[src/rtl/rsi_pkg.sv]
// ----------------------------------------------------------------------------
// Ray/sphere intersection package
// Widths, register indexes and the types shared by the front end, the job
// queue and the back end.
// ----------------------------------------------------------------------------
package rsi_pkg;

   localparam int COORD_W     = 32;
   localparam int RAD_W       = 31;
   localparam int OC_W        = COORD_W + 1;
   localparam int A_W         = 2 * COORD_W;
   localparam int H_W         = 67;
   localparam int K_W         = 67;
   localparam int PROD_W      = 130;
   localparam int DISC_W      = 132;
   localparam int SQ_STEPS    = DISC_W / 2;
   localparam int ROOT_W      = SQ_STEPS;
   localparam int NUM_W       = 68;
   localparam int FRAC_W      = 16;
   localparam int DIST_W      = 32;
   localparam int CSR_IDX_W   = 2;
   localparam int CSR_DATA_W  = 32;
   localparam int QUEUE_DEPTH = 4;

   typedef enum logic [CSR_IDX_W-1:0] {
      CSR_CENTER_X = 2'd0,
      CSR_CENTER_Y = 2'd1,
      CSR_CENTER_Z = 2'd2,
      CSR_RADIUS   = 2'd3
   } csr_index_type;

   typedef struct packed {
      logic signed [COORD_W-1:0] center_x;
      logic signed [COORD_W-1:0] center_y;
      logic signed [COORD_W-1:0] center_z;
      logic        [RAD_W-1:0]   radius;
   } sphere_type;

   typedef struct packed {
      logic                  miss;
      logic                  near;
      logic signed [H_W-1:0] negh;
      logic [A_W-1:0]        a;
      logic [DISC_W-1:0]     disc;
   } ray_job_type;

endpackage

[src/rtl/rsi_queue.sv]
// ----------------------------------------------------------------------------
// Ray/sphere intersection job queue
// Small first-in first-out buffer that decouples the front end from the
// back end.
// ----------------------------------------------------------------------------
module rsi_queue #(
   parameter int DEPTH = rsi_pkg::QUEUE_DEPTH
) (
   input  logic                 clock,
   input  logic                 reset,
   input  logic                 push_valid,
   output logic                 push_ready,
   input  rsi_pkg::ray_job_type push_data,
   output logic                 pop_valid,
   input  logic                 pop_ready,
   output rsi_pkg::ray_job_type pop_data
);

   localparam int PTR_W = (DEPTH > 1) ? $clog2(DEPTH) : 1;
   localparam int CNT_W = $clog2(DEPTH + 1);

   rsi_pkg::ray_job_type mem_ff [DEPTH];
   logic [PTR_W-1:0] wr_ptr_ff, rd_ptr_ff;
   logic [CNT_W-1:0] count_ff;
   logic             push, pop;

   assign push_ready = (count_ff != CNT_W'(DEPTH));
   assign pop_valid  = (count_ff != '0);
   assign push       = push_valid && push_ready;
   assign pop        = pop_valid && pop_ready;
   assign pop_data   = mem_ff[rd_ptr_ff];

   always_ff @(posedge clock) begin
      if (push) begin
         mem_ff[wr_ptr_ff] <= push_data;
      end
   end

   always_ff @(posedge clock) begin
      if (reset) begin
         wr_ptr_ff <= '0;
         rd_ptr_ff <= '0;
         count_ff  <= '0;
      end else begin
         if (push) begin
            wr_ptr_ff <= (wr_ptr_ff == PTR_W'(DEPTH - 1)) ? '0 : wr_ptr_ff + 1'b1;
         end
         if (pop) begin
            rd_ptr_ff <= (rd_ptr_ff == PTR_W'(DEPTH - 1)) ? '0 : rd_ptr_ff + 1'b1;
         end
         if (push && !pop) begin
            count_ff <= count_ff + 1'b1;
         end else if (pop && !push) begin
            count_ff <= count_ff - 1'b1;
         end
      end
   end

endmodule

[config.mk]
export PLATFORM = sky130hd
export DESIGN_NAME = rsi_queue
export DESIGN_NICKNAME = d
export VERILOG_FILES = /design/src/rtl/rsi_pkg.sv /design/src/rtl/rsi_queue.sv
export SDC_FILE = /design/constraint.sdc
export NUM_CORES = 1
export LEC_CHECK = 0
export ABC_AREA = 0
export CORE_ASPECT_RATIO = 1.2
export CORE_MARGIN = 1
export CORE_UTILIZATION = 45
export CTS_BUF_LIST = sky130_fd_sc_hd__clkbuf_8
export CTS_CLUSTER_SIZE = 25
export DETAILED_ROUTE_END_ITERATION = 10
export DONT_BUFFER_PORTS = 1
export GPL_TIMING_DRIVEN = 0
export PLACE_DENSITY = 0.6
export RECOVER_POWER = 25
export SLEW_MARGIN = 20
export SYNTH_ARGS = -nofsm -noshare
export SYNTH_HDL_FRONTEND = slang
export SYNTH_SLANG_ARGS = --single-unit
[constraint.sdc]
create_clock -name clock -period 6.4 [get_ports clock]
set_input_delay 0.64 -clock clock [delete_from_list [all_inputs] [get_ports clock]]
set_output_delay 0.64 -clock clock [all_outputs]
set_load 0.02 [all_outputs]
# [Yosys cells after proc, flatten, opt, wreduce, memory -nomap -nowiden]
# Memories as Yosys holds them, arrays and structs flattened. A register that Yosys moved wholly into a read port is not among the register bits.
# Index checks and enable logic that the tools add are counted.
[totals] inputBits=269 out_inout_bits=267 mem_count=1 ff_bits=7 ram_bits=1060 wordCells=27
[op_classes] mux=8 n_eq_ne=3 reduce_logical=8 n_addsub=4
[memory_table] memory="mem_ff" depth=4 width=265 read_ports=1 rd_ports_with_merged_regs=1 write_ports=1 line_no="rsi_queue.sv:22" source="rsi_pkg::ray_job_type mem_ff [DEPTH];"
[ops] op="$mux 2" count=4
[ops] op="$mux 3" count=2
[ops] op="$add 2x1->2 const B" count=2
[ops] op="$eq 2x2->1 const B" count=2
[ops] op="$logic_and 1x1->1" count=4
[ops] op="$add 3x1->3 const B" count=1
[ops] op="$ne 3x3->1 const B" count=1
[ops] op="$reduce_bool 3->1" count=1
[ops] op="$sub 3x1->3 const B" count=1
[ops] op="$logic_not 1->1" count=2
[ops] op="$mux 1" count=2
[ops] op="$reduce_bool 2->1" count=1

# [Logic depth before layout (Yosys ltp)]
[depth] ltp_word=6 mapped_depth=9 ltp_nobuf=8

# [Worst setup path after synthesis]
# OpenSTA, ideal clock, no wires.
[synth_timing] path_kind="reg-to-reg" startpoint="register count_ff[0]" endpoint="memory mem_ff[0][0] (netlist bit), enable pin" required_ns=5.889 path_buffers=1 stages_incl_launch_ff=4 path_slack_ns=1.967 setup_time_ns=0.511 period_less_slack_ns=4.433 arrival_ns=3.922 path_cell_list="dfxtp_1 -> or3b_1 -> clkbuf_2 -> and3_2"
[synth_via] elab_chain_cells=4
[synth_lines] element="start: declaration" line_no="rsi_queue.sv:24" source="logic [CNT_W-1:0] count_ff;"
[synth_lines] element="start signal: assignment" line_no="rsi_queue.sv:52" source="count_ff <= count_ff + 1'b1;"
[synth_lines] element="start signal: assignment" line_no="rsi_queue.sv:54" source="count_ff <= count_ff - 1'b1;"
[synth_lines] element="$ne 3x3->1" line_no="rsi_queue.sv:27" source="assign push_ready = (count_ff != CNT_W'(DEPTH));"
[synth_lines] element="named net push_ready" line_no="rsi_queue.sv:12" source="output logic push_ready,"
[synth_lines] element="$logic_and 1x1->1" line_no="rsi_queue.sv:29" source="assign push = push_valid && push_ready;"
[synth_lines] element="$mux 1" line_no="rsi_queue.sv:34" source="if (push) begin"
[synth_lines] element="$mux 1 (not written as such)" line_no="rsi_queue.sv:35" source="mem_ff[wr_ptr_ff] <= push_data;"
[synth_lines] element="end: declaration" line_no="rsi_queue.sv:22"
# The timed path passes the listed nets, and every way through them passes these cells.

==> results.cfg <==
[global_route]
antenna_found_initial = 11
grt_pass1_vias = 18158
grt_pass1_wl_mm = 117
grt_overflow = 0
track_usage = 0.184
grt_max_degree = 46

[power]
clock_power_share = 0.295
p_per_area_nw_per_um2 = 380
leakagePower_nw = 14.8
combPwrFrac = 0.218
p_switching_mw = 5.13
finalPower_mw = 17.7
power.internal_mw = 12.6
switching_share = 0.290
seqPwrFrac = 0.487
ir_drop_mv = 0.282

[run_status]
outcome = finished, final reports clean

[critical_path]
r2r_start = count_ff[0]$_SDFFE_PP0P_
cp-start-kind = flop
r2r_cells = 9
crit_arrival_ns = 2.90
crit_fanout = 10
path_buf_inv = 2
worst_path_dominant_cell_family = buffers and inverters
reg2reg_to = count_ff[2]$_SDFFE_PP0P_
path_cells = clkbuf_1, buf_2, mux4_2
crit_path_end_kind = primary output
critPathKind = reg -> out
rrSetupSlack_ns = 3.86
max_stage_delay_ns = 0.66
cp_slowest_cell = clkbuf_1
required_ns = 5.76

[sta]
rsz0062_at_grt = no
fin_worst_skew_ns = 0.0470
finalSetupViolCount = 0
setup_ws_ns = 2.86
hold_viol = 0
relSlewSlack = 0.440
max_freq_ghz = 0.283
tightest_slew_ns = 0.841
finalCritPeriodShare = 0.553
period_minus_slack_ns = 3.54
slew_violations = 0
setup_tns_ns = 0

[clock_tree]
insertion_delay_ns = 0.79
path_clk_slew_ns = 0.07
cts_buffers = 164
cts_tree = built
post_cts_buffers = 0
cts.sinks = 1069
h-tree-depth = 4
cts_buffer_depth = 3
clockRootBuffer = clkbuf_8

[cells_and_area]
nNetsFinal = 2166
final_area_um2 = 46500
seqCellArea_um2 = 32000
nFillCells = 6370
utilization = 0.547
drive_above_1_share = 0.277
area_growth_pct = 20.1
multi_input_area_um2 = 6270

[floorplan]
initial_core_util = 0.456
die-area_um2 = 87300
io_pins = 536
chipWidth_um = 270
coreArea_um2 = 85100
die_h_um = 323
fp-row-count = 117

[route]
dr_total_vias = 16987
dr.pass1.iters = 4
drt_iter0_markers = 1062
wl_per_cell_um = 25.4
ant_nets = 0
drc_errors = 0
wirelength_mm = 79.9
viasPerCell = 5.40

[flow_run]
cap_violations = 0

[synthesis]
synth_cells = 1432
synth_top_area_frac = 0.821
ys_types = 27
synth_area_leaders = edfxtp_1 (82%), mux4_2 (15%), buf_6 (0.84%), dfxtp_1 (0.46%), buf_2 (0.34%)
syn-num-nets = 1708
syn_avg_cell_area_um2 = 27.1
synth_area_um2 = 38800
yosys_register_bits = 1069
synth.yosys.seq_area_share = 0.826
ys_warn_count = 0
post-synth-top-area-cell = edfxtp_1

[worst_hold_path]
holdCritPathClass = in -> reg
worstHoldEndpoint = wr_ptr_ff[0]$_SDFFE_PP0P_
worstHoldStart = push_valid
worstHoldPathCells = 2

[placement]
gp_congestion = 0.737
preCtsSetupSlack_ns = 3.45
portBuffers = 0
dp_hpwl_mm = 51.5
placed_area_um2 = 40900
stage by stage:
stage	cells	hold slack [ns]
final	3146	0.104
after global routing	3144	0.0151
after CTS	3140	0.0120
after detailed placement	2588	0.498
after global placement	2562	0.493
after floorplan	1432	0.463
state kept, by name (all words and copies together), names as in the netlist, named ones only:
signal     count
count_ff       3
wr_ptr_ff      2
rd_ptr_ff      2
mem_ff      1060
power groups by stage:
stage / logic (mW) / registers (mW) / clock network [mW]
2_1_floorplan: 2.76 / 8.81 / 0
3_3_place_gp: 3.58 / 8.93 / 0
3_5_place_dp: 3.74 / 8.76 / 0
4_1_cts: 3.96 / 8.62 / 5.38
5_1_grt: 4.07 / 8.66 / 5.66
6_report: 3.86 / 8.61 / 5.22
worst reg2reg max path, cell delays in order (launching register included):
cell and delay (ns):
dfxtp_1 0.44, or3b_1 0.15, clkbuf_2 0.28, and2_4 0.23, ha_1 0.20, inv_1 0.07
fa_1 0.37, xor2_1 0.16, or3_2 0.43, a21oi_1 0.15
layout make-up:
type,instances,area share
antenna,6,0.000323
buffer,61,0.0104
clock buffer,168,0.0497
clock inverter,118,0.0151
inverter,3,0.000242
multi-input combinational,299,0.135
sequential,1069,0.688
tap,1130,0.0304
timing repair buffer,292,0.0715
worst max path at each step:
stage                                   end  cells past startpoint  slack (ns)                      from
floorplan            mem_ff[0][0]$_DFFE_PP_                      3        1.97  count_ff[0]$_SDFFE_PP0P_
global placement    mem_ff[0][77]$_DFFE_PP_                      3       -0.79  count_ff[0]$_SDFFE_PP0P_
detailed placement             pop_data[16]                      3        3.45                      flop
CTS                            pop_data[16]                      3        2.55                      flop
global route                   pop_data[16]                      3        2.54                      flop
finish                         pop_data[16]                      3        2.86                      flop
synthesized netlist by cell type:
master and number:
a21oi_1 2, mux2i_1 3, nand2_1 1, and2_4 1
o31ai_2 1, buf_2 26, buf_6 29, xor2_1 2
edfxtp_1 1060, nand2b_1 2, clkbuf_1 4, or3_1 1
ha_1 6, nor3_1 1, o21ai_0 1, o31ai_1 1
or3_2 2, inv_1 3, nand3_1 1, dfxtp_1 9
buf_4 1, or3b_1 1, and3_2 4, fa_1 1
nor2_1 3, clkbuf_2 1, mux4_2 265
logic make-up (layout without fill, tap and decap cells):
group	after synthesis	after routing	synth area share
fa+ha+maj	7	7	0.00245
compound gates	5	5	0.000904
xor+xnor	2	2	0.000452
other cells	0	6	0
simple gates	17	17	0.00274
buf+inv	64	642	0.0128
flops	1069	1069	0.826
mux	268	268	0.155
per-layer routing:
metal / global-route usage / up-vias / share of wire / wire [µm]
li1: - / 7211 / - / -
met1: 0.215 / 8972 / 0.37 / 29600
met2: 0.305 / 657 / 0.51 / 40700
met3: 0.0794 / 135 / 0.097 / 7750
met4: 0.0596 / 12 / 0.023 / 1850
met5: 0 / - / 0.0010 / 81
cells in the final DEF, fill, tap and decap left out, types with 2 or more instances in the layout:
cell	netlist	layout
a21oi_1	2	2
dfxtp_1	9	9
buf_6	29	29
or3_2	2	2
edfxtp_1	1060	1060
clkinv_2	0	15
clkinv_1	0	36
clkbuf_1	4	4
buf_12	0	7
buf_2	26	26
clkbuf_8	0	168
diode_2	0	6
and3_4	0	4
xor2_1	2	2
inv_6	0	5
ha_1	6	6
dlygate4sd3_1	0	266
bufinv_16	0	6
clkinvlp_4	0	3
nor2_1	3	3
inv_12	0	2
mux4_2	265	265
inv_1	3	52
mux2i_1	3	3
nand2b_1	2	2
buf_16	0	19
timing repair:
item / in CTS / in global routing
hold buffers: 266 / 0
hold endpoints to repair: 1061 / 0
gates resized for setup: 0 / 0
(Power assumes the default switching activity.)
